File: src/rtl/core/ccel_pkg.sv
`timescale 1ns / 1ps
`default_nettype none
// ----------------------------------------------------------------------------
// Calendar clock package
// Shared types, constants and small calendar tables.
// ----------------------------------------------------------------------------
package ccel_pkg;

  localparam int unsigned YearBitsDef = 12;
  localparam int unsigned EpochYear   = 1970;
  localparam int unsigned DivW        = 33;  // dividend and quotient width
  localparam int unsigned DivisorW    = 10;  // widest divisor is 1000
  localparam int unsigned DigitW      = 11;  // quotient digit per step, three per dividend
  localparam int unsigned RecipW      = 29;  // reciprocal width
  localparam int unsigned RecipShift  = 31;  // reciprocals are scaled by 2^31
  localparam int unsigned DayW        = 17;  // pending day count during the walk
  localparam int unsigned ZW          = 33;  // day-number sum for the weekday

  typedef enum logic [3:0] {
    ST_IDLE, ST_MS, ST_SEC, ST_MIN, ST_HOUR, ST_WALK, ST_ZSUM, ST_WDAY, ST_FIN
  } ccel_state_e;

  typedef enum logic [2:0] {
    DIV_MS, DIV_SEC, DIV_MIN, DIV_HOUR, DIV_WDAY
  } ccel_div_e;

  typedef struct packed {
    logic      capture;
    logic      div_start;
    logic      apply;
    ccel_div_e sel;
    logic      walk;
    logic      zsum;
    logic      publish;
  } ccel_cmd_t;

  typedef struct packed {
    logic div_done;
    logic walk_done;
  } ccel_stat_t;

  function automatic logic [DivisorW-1:0] divisor_of(ccel_div_e sel);
    logic [DivisorW-1:0] d;
    unique case (sel)
      DIV_MS:   d = 10'd1000;
      DIV_SEC:  d = 10'd60;
      DIV_MIN:  d = 10'd60;
      DIV_HOUR: d = 10'd24;
      DIV_WDAY: d = 10'd7;
      default:  d = 10'd1000;
    endcase
    return d;
  endfunction

  // Rounded-up 2^31 / divisor; exact for every partial dividend below 2^21.
  function automatic logic [RecipW-1:0] recip_of(ccel_div_e sel);
    logic [RecipW-1:0] r;
    unique case (sel)
      DIV_MS:   r = 29'd2147484;
      DIV_SEC:  r = 29'd35791395;
      DIV_MIN:  r = 29'd35791395;
      DIV_HOUR: r = 29'd89478486;
      DIV_WDAY: r = 29'd306783379;
      default:  r = 29'd2147484;
    endcase
    return r;
  endfunction

  // Length of a non-leap month, month counted from zero.
  function automatic logic [4:0] month_days(logic [3:0] m);
    logic [4:0] d;
    unique case (m)
      4'd1:                      d = 5'd28;
      4'd3, 4'd5, 4'd8, 4'd10:   d = 5'd30;
      default:                   d = 5'd31;
    endcase
    return d;
  endfunction

  // Days before the month in a year that starts in March.
  function automatic logic [8:0] march_offset(logic [3:0] m);
    logic [8:0] v;
    unique case (m)
      4'd0:    v = 9'd306;
      4'd1:    v = 9'd337;
      4'd2:    v = 9'd0;
      4'd3:    v = 9'd31;
      4'd4:    v = 9'd61;
      4'd5:    v = 9'd92;
      4'd6:    v = 9'd122;
      4'd7:    v = 9'd153;
      4'd8:    v = 9'd184;
      4'd9:    v = 9'd214;
      4'd10:   v = 9'd245;
      4'd11:   v = 9'd275;
      default: v = 9'd0;
    endcase
    return v;
  endfunction

endpackage
`default_nettype wire

File: src/rtl/core/calendar_clock_with_epoch_load.sv
`timescale 1ns / 1ps
`default_nettype none
// ----------------------------------------------------------------------------
// Calendar clock with epoch load
// Gregorian date and time kept to the millisecond, advanced by elapsed time
// or loaded from a count of seconds since 1970.
// ----------------------------------------------------------------------------
// Order: an advance runs four divisions (milliseconds, seconds, minutes and
// hours), then the date walk, the day-number sum and the weekday division; an
// epoch load skips the millisecond division.
// Throughput: one item at a time; the next item is taken once the result is
// offered, later while an earlier result is still unread.
// Reset: date and time return to 1970-01-01 00:00:00.000, no result pending.
// ----------------------------------------------------------------------------
// One item flows as follows. The controller captures the item, then runs the
// shared divider to split the carry into milliseconds (advance only), seconds,
// minutes and hours; each division finds three 11-bit quotient digits by
// reciprocal multiplication. The leftover day count is walked one year or
// one month per cycle with the Gregorian leap rules. The year saturates at its
// maximum; carries out of December then only wrap the month. The weekday is
// taken from a day-number sum reduced modulo seven by the same divider, and the
// daylight-saving flag follows from month, day, weekday and hour. A finished
// item waits in the output registers, so a new item can be taken while the
// result is unread.
module calendar_clock_with_epoch_load #(
  parameter int unsigned YEAR_BITS = ccel_pkg::YearBitsDef
) (
  input  wire logic                 clk_i,
  input  wire logic                 rst_ni,
  input  wire logic                 in_valid_i,
  output logic                      in_ready_o,
  input  wire logic                 op_i,
  input  wire logic [31:0]          elapsed_ms_i,
  input  wire logic [31:0]          epoch_seconds_i,
  output logic                      out_valid_o,
  input  wire logic                 out_ready_i,
  output logic [YEAR_BITS-1:0]      year_now_o,
  output logic [3:0]                month_now_o,
  output logic [4:0]                day_now_o,
  output logic [4:0]                hour_now_o,
  output logic [5:0]                minute_now_o,
  output logic [5:0]                second_now_o,
  output logic [9:0]                milli_now_o,
  output logic [2:0]                weekday_o,
  output logic                      summer_time_o
);
  ccel_pkg::ccel_cmd_t  cmd;
  ccel_pkg::ccel_stat_t stat;

  // Sequencer for the divisions, the date walk and the result hand-off.
  ccel_ctrl u_ctrl (
    .clk_i       (clk_i),
    .rst_ni      (rst_ni),
    .in_valid_i  (in_valid_i),
    .in_ready_o  (in_ready_o),
    .op_i        (op_i),
    .out_valid_o (out_valid_o),
    .out_ready_i (out_ready_i),
    .stat_i      (stat),
    .cmd_o       (cmd)
  );

  // Time and date registers with the divider and the output registers.
  ccel_dp #(
    .YEAR_BITS (YEAR_BITS)
  ) u_dp (
    .clk_i           (clk_i),
    .rst_ni          (rst_ni),
    .cmd_i           (cmd),
    .stat_o          (stat),
    .op_i            (op_i),
    .elapsed_ms_i    (elapsed_ms_i),
    .epoch_seconds_i (epoch_seconds_i),
    .year_now_o      (year_now_o),
    .month_now_o     (month_now_o),
    .day_now_o       (day_now_o),
    .hour_now_o      (hour_now_o),
    .minute_now_o    (minute_now_o),
    .second_now_o    (second_now_o),
    .milli_now_o     (milli_now_o),
    .weekday_o       (weekday_o),
    .summer_time_o   (summer_time_o)
  );
endmodule
`default_nettype wire

File: src/rtl/core/ccel_div.sv
`timescale 1ns / 1ps
`default_nettype none
// ----------------------------------------------------------------------------
// Constant divider
// Divides by one of a few fixed divisors, one 11-bit quotient digit at a time,
// using a reciprocal multiplication for each digit.
// ----------------------------------------------------------------------------
module ccel_div (
  input  wire logic                          clk_i,
  input  wire logic                          rst_ni,
  input  wire logic                          start_i,
  input  wire logic [ccel_pkg::DivW-1:0]     dividend_i,
  input  wire ccel_pkg::ccel_div_e           sel_i,
  output logic                               done_o,
  output logic [ccel_pkg::DivW-1:0]          quo_o,
  output logic [ccel_pkg::DivisorW-1:0]      rem_o
);
  localparam int unsigned DivW   = ccel_pkg::DivW;
  localparam int unsigned DsrW   = ccel_pkg::DivisorW;
  localparam int unsigned DigW   = ccel_pkg::DigitW;
  localparam int unsigned RcpW   = ccel_pkg::RecipW;
  localparam int unsigned Shift  = ccel_pkg::RecipShift;
  localparam int unsigned CurW   = DsrW + DigW;
  localparam int unsigned ProdW  = CurW + RcpW;
  localparam int unsigned NumDig = DivW / DigW;

  logic                busy_q, busy_d, done_q, done_d, ph_q, ph_d;
  logic [1:0]          cnt_q, cnt_d;
  logic [DivW-1:0]     quo_q, quo_d;
  logic [DsrW-1:0]     rem_q, rem_d, dsr_q, dsr_d;
  logic [RcpW-1:0]     rcp_q, rcp_d;
  logic [DigW-1:0]     dig_q, dig_d;
  logic [CurW-1:0]     cur, back;
  logic [ProdW-1:0]    prod;

  // Partial dividend: running remainder followed by the next dividend digit.
  assign cur  = {rem_q, quo_q[DivW-1 -: DigW]};
  assign prod = ProdW'(cur) * ProdW'(rcp_q);
  assign back = CurW'(dig_q) * CurW'(dsr_q);

  always_comb begin
    busy_d = busy_q;
    done_d = 1'b0;
    ph_d   = ph_q;
    cnt_d  = cnt_q;
    quo_d  = quo_q;
    rem_d  = rem_q;
    dsr_d  = dsr_q;
    rcp_d  = rcp_q;
    dig_d  = dig_q;
    if (start_i) begin
      busy_d = 1'b1;
      ph_d   = 1'b0;
      cnt_d  = '0;
      quo_d  = dividend_i;
      rem_d  = '0;
      dsr_d  = ccel_pkg::divisor_of(sel_i);
      rcp_d  = ccel_pkg::recip_of(sel_i);
    end else if (busy_q) begin
      if (!ph_q) begin
        dig_d = prod[Shift +: DigW];
        ph_d  = 1'b1;
      end else begin
        rem_d = DsrW'(cur - back);
        quo_d = {quo_q[DivW-DigW-1:0], dig_q};
        ph_d  = 1'b0;
        cnt_d = cnt_q + 1'b1;
        if (cnt_q == 2'(NumDig - 1)) begin
          busy_d = 1'b0;
          done_d = 1'b1;
        end
      end
    end
  end

  always_ff @(posedge clk_i or negedge rst_ni) begin
    if (!rst_ni) begin
      busy_q <= 1'b0;
      done_q <= 1'b0;
      ph_q   <= 1'b0;
      cnt_q  <= '0;
    end else begin
      busy_q <= busy_d;
      done_q <= done_d;
      ph_q   <= ph_d;
      cnt_q  <= cnt_d;
    end
  end

  always_ff @(posedge clk_i) begin
    quo_q <= quo_d;
    rem_q <= rem_d;
    dsr_q <= dsr_d;
    rcp_q <= rcp_d;
    dig_q <= dig_d;
  end

  assign done_o = done_q;
  assign quo_o  = quo_q;
  assign rem_o  = rem_q;
endmodule
`default_nettype wire

File: src/rtl/core/ccel_ctrl.sv
`timescale 1ns / 1ps
`default_nettype none
// ----------------------------------------------------------------------------
// Calendar clock controller
// Sequences the divisions, the date walk and the weekday for each item.
// ----------------------------------------------------------------------------
module ccel_ctrl (
  input  wire logic                 clk_i,
  input  wire logic                 rst_ni,
  input  wire logic                 in_valid_i,
  output logic                      in_ready_o,
  input  wire logic                 op_i,
  output logic                      out_valid_o,
  input  wire logic                 out_ready_i,
  input  wire ccel_pkg::ccel_stat_t stat_i,
  output ccel_pkg::ccel_cmd_t       cmd_o
);
  ccel_pkg::ccel_state_e state_q, state_d;
  logic                  run_q, run_d;
  logic                  out_valid_q, out_valid_d;

  always_ff @(posedge clk_i or negedge rst_ni) begin
    if (!rst_ni) begin
      state_q     <= ccel_pkg::ST_IDLE;
      run_q       <= 1'b0;
      out_valid_q <= 1'b0;
    end else begin
      state_q     <= state_d;
      run_q       <= run_d;
      out_valid_q <= out_valid_d;
    end
  end

  always_comb begin
    ccel_pkg::ccel_state_e nxt;
    nxt         = ccel_pkg::ST_IDLE;
    cmd_o       = '0;
    cmd_o.sel   = ccel_pkg::DIV_MS;
    state_d     = state_q;
    run_d       = run_q;
    in_ready_o  = 1'b0;
    out_valid_d = out_valid_q && !out_ready_i;
    unique case (state_q)
      ccel_pkg::ST_MS:   begin cmd_o.sel = ccel_pkg::DIV_MS;   nxt = ccel_pkg::ST_SEC;  end
      ccel_pkg::ST_SEC:  begin cmd_o.sel = ccel_pkg::DIV_SEC;  nxt = ccel_pkg::ST_MIN;  end
      ccel_pkg::ST_MIN:  begin cmd_o.sel = ccel_pkg::DIV_MIN;  nxt = ccel_pkg::ST_HOUR; end
      ccel_pkg::ST_HOUR: begin cmd_o.sel = ccel_pkg::DIV_HOUR; nxt = ccel_pkg::ST_WALK; end
      ccel_pkg::ST_WDAY: begin cmd_o.sel = ccel_pkg::DIV_WDAY; nxt = ccel_pkg::ST_FIN;  end
      default: ;
    endcase
    unique case (state_q)
      ccel_pkg::ST_IDLE: begin
        in_ready_o = 1'b1;
        if (in_valid_i) begin
          cmd_o.capture = 1'b1;
          state_d = op_i ? ccel_pkg::ST_SEC : ccel_pkg::ST_MS;
        end
      end
      ccel_pkg::ST_MS, ccel_pkg::ST_SEC, ccel_pkg::ST_MIN, ccel_pkg::ST_HOUR,
      ccel_pkg::ST_WDAY: begin
        if (!run_q) begin
          cmd_o.div_start = 1'b1;
          run_d = 1'b1;
        end else if (stat_i.div_done) begin
          cmd_o.apply = 1'b1;
          run_d   = 1'b0;
          state_d = nxt;
        end
      end
      ccel_pkg::ST_WALK: begin
        cmd_o.walk = 1'b1;
        if (stat_i.walk_done) begin
          state_d = ccel_pkg::ST_ZSUM;
        end
      end
      ccel_pkg::ST_ZSUM: begin
        cmd_o.zsum = 1'b1;
        state_d = ccel_pkg::ST_WDAY;
      end
      ccel_pkg::ST_FIN: begin
        if (!out_valid_q || out_ready_i) begin
          cmd_o.publish = 1'b1;
          out_valid_d   = 1'b1;
          state_d       = ccel_pkg::ST_IDLE;
        end
      end
      default: state_d = ccel_pkg::ST_IDLE;
    endcase
  end

  assign out_valid_o = out_valid_q;
endmodule
`default_nettype wire

File: src/rtl/core/ccel_dp.sv
`timescale 1ns / 1ps
`default_nettype none
// ----------------------------------------------------------------------------
// Calendar clock datapath
// Time and date registers, carry divider, date walk and output registers.
// ----------------------------------------------------------------------------
module ccel_dp #(
  parameter int unsigned YEAR_BITS = ccel_pkg::YearBitsDef
) (
  input  wire logic                 clk_i,
  input  wire logic                 rst_ni,
  input  wire ccel_pkg::ccel_cmd_t  cmd_i,
  output ccel_pkg::ccel_stat_t      stat_o,
  input  wire logic                 op_i,
  input  wire logic [31:0]          elapsed_ms_i,
  input  wire logic [31:0]          epoch_seconds_i,
  output logic [YEAR_BITS-1:0]      year_now_o,
  output logic [3:0]                month_now_o,
  output logic [4:0]                day_now_o,
  output logic [4:0]                hour_now_o,
  output logic [5:0]                minute_now_o,
  output logic [5:0]                second_now_o,
  output logic [9:0]                milli_now_o,
  output logic [2:0]                weekday_o,
  output logic                      summer_time_o
);
  localparam int unsigned DivW  = ccel_pkg::DivW;
  localparam int unsigned DayW  = ccel_pkg::DayW;
  localparam int unsigned ZW    = ccel_pkg::ZW;
  localparam int unsigned Q100W = $clog2((2 ** YEAR_BITS) / 100 + 1);
  localparam int unsigned Q400W = $clog2((2 ** YEAR_BITS) / 400 + 1);
  localparam logic [YEAR_BITS-1:0] YearMax = '1;
  localparam logic [YEAR_BITS-1:0] YearRst = YEAR_BITS'(ccel_pkg::EpochYear);
  localparam logic [Q100W-1:0] Q100Rst = Q100W'(ccel_pkg::EpochYear / 100);
  localparam logic [6:0]       R100Rst = 7'(ccel_pkg::EpochYear % 100);
  localparam logic [Q400W-1:0] Q400Rst = Q400W'(ccel_pkg::EpochYear / 400);
  localparam logic [8:0]       R400Rst = 9'(ccel_pkg::EpochYear % 400);

  // Date and time state.
  logic [YEAR_BITS-1:0] year_q, year_d;
  logic [Q100W-1:0]     q100_q, q100_d;
  logic [6:0]           r100_q, r100_d;
  logic [Q400W-1:0]     q400_q, q400_d;
  logic [8:0]           r400_q, r400_d;
  logic [3:0]           month_q, month_d;
  logic [4:0]           day_q, day_d, hour_q, hour_d;
  logic [5:0]           minute_q, minute_d, second_q, second_d;
  logic [9:0]           milli_q, milli_d;
  logic [2:0]           wday_q, wday_d;
  // Work registers.
  logic [DivW-1:0]      carry_q, carry_d;
  logic [DayW-1:0]      days_q, days_d;

  logic [DivW-1:0]      dividend, quo;
  logic [9:0]           rem, field;
  logic                 div_done;

  ccel_div u_div (
    .clk_i      (clk_i),
    .rst_ni     (rst_ni),
    .start_i    (cmd_i.div_start),
    .dividend_i (dividend),
    .sel_i      (cmd_i.sel),
    .done_o     (div_done),
    .quo_o      (quo),
    .rem_o      (rem)
  );

  always_comb begin
    unique case (cmd_i.sel)
      ccel_pkg::DIV_MS:   field = milli_q;
      ccel_pkg::DIV_SEC:  field = {4'd0, second_q};
      ccel_pkg::DIV_MIN:  field = {4'd0, minute_q};
      ccel_pkg::DIV_HOUR: field = {5'd0, hour_q};
      default:            field = '0;
    endcase
  end
  assign dividend = carry_q + {{(DivW-10){1'b0}}, field};

  // Leap-year rule from the running remainders of the year.
  logic        leap, year_step, walk_done, at_max;
  logic [8:0]  ylen;
  logic [4:0]  dim;
  assign at_max = year_q == YearMax;
  assign leap   = (year_q[1:0] == 2'd0) && ((r100_q != 7'd0) || (r400_q == 9'd0));
  assign ylen   = leap ? 9'd366 : 9'd365;
  assign dim    = ccel_pkg::month_days(month_q) + {4'd0, (month_q == 4'd1) && leap};
  assign year_step = (month_q == 4'd0) && (days_q >= DayW'(ylen)) && !at_max;
  assign walk_done = !year_step && (days_q < DayW'(dim));

  // Day number of the current date; January and February count with the year before.
  logic                 jf;
  logic [YEAR_BITS-1:0] ycal;
  logic [Q100W-1:0]     q100y;
  logic [Q400W-1:0]     q400y;
  logic [ZW-1:0]        zsum;
  assign jf    = month_q < 4'd2;
  assign ycal  = year_q - YEAR_BITS'(jf);
  assign q100y = q100_q - Q100W'(jf && (r100_q == 7'd0));
  assign q400y = q400_q - Q400W'(jf && (r400_q == 9'd0));
  assign zsum  = ZW'(ycal) * ZW'(365) + ZW'(ycal >> 2) - ZW'(q100y) + ZW'(q400y)
               + ZW'(ccel_pkg::march_offset(month_q)) + ZW'(day_q);

  always_comb begin
    logic [YEAR_BITS-1:0] yi;
    logic [Q100W-1:0]     qi100;
    logic [6:0]           ri100;
    logic [Q400W-1:0]     qi400;
    logic [8:0]           ri400;
    yi    = year_q + 1'b1;
    qi100 = (r100_q == 7'd99) ? q100_q + 1'b1 : q100_q;
    ri100 = (r100_q == 7'd99) ? 7'd0 : r100_q + 1'b1;
    qi400 = (r400_q == 9'd399) ? q400_q + 1'b1 : q400_q;
    ri400 = (r400_q == 9'd399) ? 9'd0 : r400_q + 1'b1;

    year_d = year_q;  q100_d = q100_q;  r100_d = r100_q;
    q400_d = q400_q;  r400_d = r400_q;  month_d = month_q;
    day_d  = day_q;   hour_d = hour_q;  minute_d = minute_q;
    second_d = second_q;  milli_d = milli_q;  wday_d = wday_q;
    carry_d  = carry_q;   days_d  = days_q;

    if (cmd_i.capture) begin
      if (op_i) begin
        year_d = YearRst;  q100_d = Q100Rst;  r100_d = R100Rst;
        q400_d = Q400Rst;  r400_d = R400Rst;  month_d = '0;  day_d = '0;
        hour_d = '0;  minute_d = '0;  second_d = '0;  milli_d = '0;
        carry_d = {1'b0, epoch_seconds_i};
      end else begin
        carry_d = {1'b0, elapsed_ms_i};
      end
    end

    if (cmd_i.apply) begin
      carry_d = quo;
      unique case (cmd_i.sel)
        ccel_pkg::DIV_MS:   milli_d  = rem;
        ccel_pkg::DIV_SEC:  second_d = rem[5:0];
        ccel_pkg::DIV_MIN:  minute_d = rem[5:0];
        ccel_pkg::DIV_HOUR: begin
          hour_d = rem[4:0];
          days_d = DayW'(day_q) + quo[DayW-1:0];
        end
        default: wday_d = (rem[2:0] > 3'd3) ? rem[2:0] - 3'd4 : rem[2:0] + 3'd3;
      endcase
    end

    if (cmd_i.walk) begin
      priority if (year_step) begin
        days_d = days_q - DayW'(ylen);
        year_d = yi;  q100_d = qi100;  r100_d = ri100;  q400_d = qi400;  r400_d = ri400;
      end else if (walk_done) begin
        day_d = days_q[4:0];
      end else begin
        days_d = days_q - DayW'(dim);
        if (month_q == 4'd11) begin
          month_d = '0;
          if (!at_max) begin
            year_d = yi;  q100_d = qi100;  r100_d = ri100;  q400_d = qi400;  r400_d = ri400;
          end
        end else begin
          month_d = month_q + 1'b1;
        end
      end
    end

    if (cmd_i.zsum) begin
      carry_d = zsum;
    end
  end

  always_ff @(posedge clk_i or negedge rst_ni) begin
    if (!rst_ni) begin
      year_q <= YearRst;  q100_q <= Q100Rst;  r100_q <= R100Rst;
      q400_q <= Q400Rst;  r400_q <= R400Rst;  month_q <= '0;  day_q <= '0;
      hour_q <= '0;  minute_q <= '0;  second_q <= '0;  milli_q <= '0;
    end else begin
      year_q <= year_d;  q100_q <= q100_d;  r100_q <= r100_d;
      q400_q <= q400_d;  r400_q <= r400_d;  month_q <= month_d;  day_q <= day_d;
      hour_q <= hour_d;  minute_q <= minute_d;  second_q <= second_d;  milli_q <= milli_d;
    end
  end

  always_ff @(posedge clk_i) begin
    carry_q <= carry_d;
    days_q  <= days_d;
    wday_q  <= wday_d;
  end

  // US daylight saving from the second Sunday of March to the first Sunday of November.
  logic              dst;
  logic signed [6:0] sun;
  assign sun = $signed({2'b00, day_q} + 7'd1) - $signed({4'b0000, wday_q});
  always_comb begin
    dst = 1'b0;
    if (month_q < 4'd2 || month_q > 4'd10) begin
      dst = 1'b0;
    end else if (month_q > 4'd2 && month_q < 4'd10) begin
      dst = 1'b1;
    end else if (month_q == 4'd2) begin
      if (sun > 7'sd8) dst = 1'b1;
      else if (sun == 7'sd8) dst = (wday_q != 3'd0) || (hour_q >= 5'd2);
    end else begin
      if (sun < 7'sd1) dst = 1'b1;
      else if (sun <= 7'sd7 && wday_q == 3'd0 && hour_q < 5'd2) dst = 1'b1;
    end
  end

  always_ff @(posedge clk_i) begin
    if (cmd_i.publish) begin
      year_now_o    <= year_q;
      month_now_o   <= month_q + 1'b1;
      day_now_o     <= day_q + 1'b1;
      hour_now_o    <= hour_q;
      minute_now_o  <= minute_q;
      second_now_o  <= second_q;
      milli_now_o   <= milli_q;
      weekday_o     <= wday_q;
      summer_time_o <= dst;
    end
  end

  assign stat_o.div_done  = div_done;
  assign stat_o.walk_done = walk_done;
endmodule
`default_nettype wire

File: config.mk
export PLATFORM = sky130hd
export DESIGN_NAME = calendar_clock_with_epoch_load
export DESIGN_NICKNAME = d
export VERILOG_FILES = /design/src/rtl/core/ccel_pkg.sv /design/src/rtl/core/calendar_clock_with_epoch_load.sv /design/src/rtl/core/ccel_div.sv /design/src/rtl/core/ccel_ctrl.sv /design/src/rtl/core/ccel_dp.sv
export SDC_FILE = /design/constraint.sdc
export NUM_CORES = 2
export LEC_CHECK = 0
export ABC_AREA = 1
export ABC_CLOCK_PERIOD_IN_PS = 14800
export BUFFER_PORTS_ARGS = -buffer_cell sky130_fd_sc_hd__buf_2
export CORE_MARGIN = 2
export CORE_UTILIZATION = 40
export CTS_CLUSTER_DIAMETER = 120
export DETAILED_ROUTE_END_ITERATION = 10
export GPL_ROUTABILITY_DRIVEN = 0
export PLACE_DENSITY = 0.56
export SLEW_MARGIN = 10
export SYNTH_ARGS = -nofsm -noshare
export SYNTH_HDL_FRONTEND = slang
export SYNTH_HIERARCHICAL = 1
export SYNTH_SLANG_ARGS = --single-unit
export TNS_END_PERCENT = 50
File: constraint.sdc
create_clock -name clk_i -period 14.8 [get_ports clk_i]
set_input_delay 1.48 -clock clk_i [delete_from_list [all_inputs] [get_ports clk_i]]
set_output_delay 1.48 -clock clk_i [all_outputs]
set_load 0.02 [all_outputs]
==> reports/results.ini <==
[outcome]
status = finished clean

[clock_tree]
numCtsBuffers = 29
insertion_delay_ns = 0.60
root_buffer = clkbuf_16
cts_tree = built
cts_setup_buffers = 0
cts-hold-fix-buffers = 0
clk_path_buf_depth = 3
htree_num_levels = 1
ctsResizeCount = 0
numClockSinks = 257
clkSlewWorstSetupHoldPaths_ns = 0.07

[global_route]
grt_antenna_before_repair = 2
use_met2_pct = 35.5
busiest_layer = met1
grt.overflow.total = 0
grt_pass1_wl_um = 178000
grt_max_degree = 59
track_usage_pct = 23.8
gr-usage-met1_pct = 35.5
grt_pass1_vias = 30100
use_met3_pct = 4.55

[sta]
setup-violations-final = 0
hold_violations = 0
finalSetupTns_ns = 0
max_freq_mhz = 114
slew_headroom_pct = 17.5
slew_violations = 0
rsz0062_at_grt = false
worst_clock_skew_ns = 0.0343
tightest_slew_ns = 1.23
period_needed_ns = 8.80
fin_crit_sh_pct = 59.5

[synthesis]
synth_area_leaders = fa_1 28%, inv_1 12%, edfxtp_1 12%
yosys.area.top_type_share_pct = 28.4
synth_fp_nets = 5625
yosys_most_used_dff = edfxtp_1
synth_edf_count = 145
syn_inst = 4683
yosys_register_bits = 257
ys_types = 66
synth-compound-area-share_pct = 6.56
synth.largest_area_cell = fa_1
muxShareOfSynthArea_pct = 0
synthAdderAreaFrac_pct = 39.7
synthTopCellsByCount = 1221 x inv_1, 994 x nand2_1, 534 x fa_1
syn_avg_cell_area_um2 = 8.03
synth_area_mm2 = 0.0376
yosys_warnings = 6
async_flop_share_pct = 33.1
synth_seq_area_share_pct = 18.7
yosysMostFrequentCell = inv_1
yosys.area_share.simple_pct = 18.2
post_synth_xor_area_fraction_pct = 3.12
synth_top_family_by_area = adder cells

[setup_path]
cp-end-kind = flop
critical_path_peak_fanout = 13
cp.required_ns = 15.10
cp_common_cell = nor2_1
crit_arrival_ns = 9.10
startpoint_type = flop
r2r_cells = 35
slowest_stage = xor2_1
crit_type = flop to flop
cpPeakStageDelay_ns = 0.69

[final_layout]
fin_nets = 5701
drive_gt1_share_pct = 6.19
syn2layout_area_growth_pct = 7.97
nFillCells = 9649
diodes = 0

[detailed_routing]
wl_per_cell_um = 18.7
totalWireLength_um = 113000
firstDrtPassIters = 6
viasPerCell = 4.94
ant_nets = 0
drc = 0
vias = 29800
initialDrtViolationCount = 2482

[floorplanning]
fp.dieW_um = 311
die_area_mm2 = 0.0965
core_mm2 = 0.0933
ioPinCount = 123
fp-row-count = 112
start_util_pct = 40.3
die_y_um = 311

[min_path]
hold_depth = 0
hold_class = flop to flop

[run]
drv_cap = 0

[placement]
dpl.hpwl_um = 94400
port_buffers = 122

[path summary, 6_finish.rpt]
| check | to | from | slack (ns) |
|---|---|---|---|
| worst max-delay path | u_dp/carry_q[26] | u_dp/month_q[2] | 6.00 |
| worst min-delay path | u_dp/milli_now_o[7] | u_dp/milli_q[7] | 0.48 |
| max in group asynchronous | u_dp/u_div/done_o | rst_ni | 12.84 |
| min in group asynchronous | u_dp/r100_q[3] | rst_ni | 0.83 |
| worst min register to register | u_dp/milli_now_o[7] | u_dp/milli_q[7] | 0.48 |
| worst max register to register | u_dp/carry_q[26] | u_dp/month_q[2] | 6.00 |
[critical path, delay by kind of cell, from the launching register on]
family	cells	cell delay, ns
adder cells (fa/ha/maj)	9	3.58
AND/OR/NAND/NOR	19	3.11
XOR/XNOR	2	0.85
flip-flops	1	0.51
buffers and inverters	4	0.31
AO/OA/AOI/OAI	1	0.16
[sequential cells by signal (all words and copies together), names as in the netlist, 9 cells and up]
name,count
u_dp/u_div/rem_o,10
u_dp/milli_now_o,10
u_dp/year_q,12
u_dp/days_q,17
u_dp/year_now_o,12
u_dp/u_div/quo_o,33
u_dp/milli_q,10
u_dp/carry_q,33
u_dp/u_div/dig_q,11
u_dp/r400_q,9
[per-stage QoR]
stage / instances / hold WS, ns / area [um2] / utilization [%] / setup WS, ns
4_1_cts: 6036 / 0.484 / 40600 / 43.5 / 6.03
3_5_place_dp: 5982 / 0.468 / 39600 / 42.4 / 6.11
6_report: 6036 / 0.479 / 40600 / 43.5 / 6.00
3_3_place_gp: 5982 / 0.469 / 39600 / 42.4 / 6.38
2_1_floorplan: 4683 / 0.420 / 37600 / - / 7.53
5_1_grt: 6036 / 0.474 / 40600 / 43.5 / 5.35
[cells in the final DEF, fill, tap and decap left out, drive strengths merged, types with 4 or more instances in the layout]
| master | Yosys | layout |
|---|---|---|
| inv | 1234 | 1238 |
| nand2 | 1010 | 1010 |
| fa | 534 | 534 |
| ha | 339 | 339 |
| nand3 | 265 | 265 |
| nor2 | 250 | 250 |
| o21ai | 203 | 203 |
| buf | 24 | 156 |
| a21oi | 150 | 150 |
| edfxtp | 145 | 145 |
| xor2 | 99 | 99 |
| dfrtp | 66 | 66 |
| nor3 | 40 | 40 |
| xnor2 | 34 | 34 |
| nand4 | 33 | 33 |
| clkbuf | 87 | 31 |
| dfxtp | 27 | 27 |
| dfstp | 19 | 19 |
| o211ai | 18 | 18 |
| o21bai | 14 | 14 |
| clkinv | 5 | 13 |
| a21o | 11 | 11 |
| or2 | 10 | 10 |
| nor4 | 9 | 9 |
| a31oi | 8 | 8 |
| o22ai | 7 | 7 |
| clkinvlp | 0 | 6 |
| nand3b | 6 | 6 |
| a22oi | 6 | 6 |
| bufinv | 0 | 5 |
| a21boi | 5 | 5 |
| o21a | 4 | 4 |
[per-layer routing]
metal	vias up	wire, um
met5	-	91
met3	137	9220
met4	4	2990
met2	1004	47700
li1	14400	-
met1	14300	53100
[cells by family (layout without fill, tap and decap cells)]
group,Yosys count,count (layout)
AOI/OAI and AO/OA,442,442
adders and majority gates,873,873
xor gates and xnor gates,133,133
buffers and inverters,1350,1449
and+or+nand+nor,1628,1628
DFF,257,257
[area by class of cell]
class	count	area (um2)	area share, %
clock inverters	23	283	0.696
multi-input cells	3076	25500	62.7
flip-flops and latches	257	7050	17.3
well taps	1254	1570	3.86
inverters	1239	4660	11.5
repair buffers	156	868	2.14
clock buffers	31	733	1.81
Power is not shown: default switching activity piles up to over one toggle a cycle in this logic, so the estimate is an artifact.
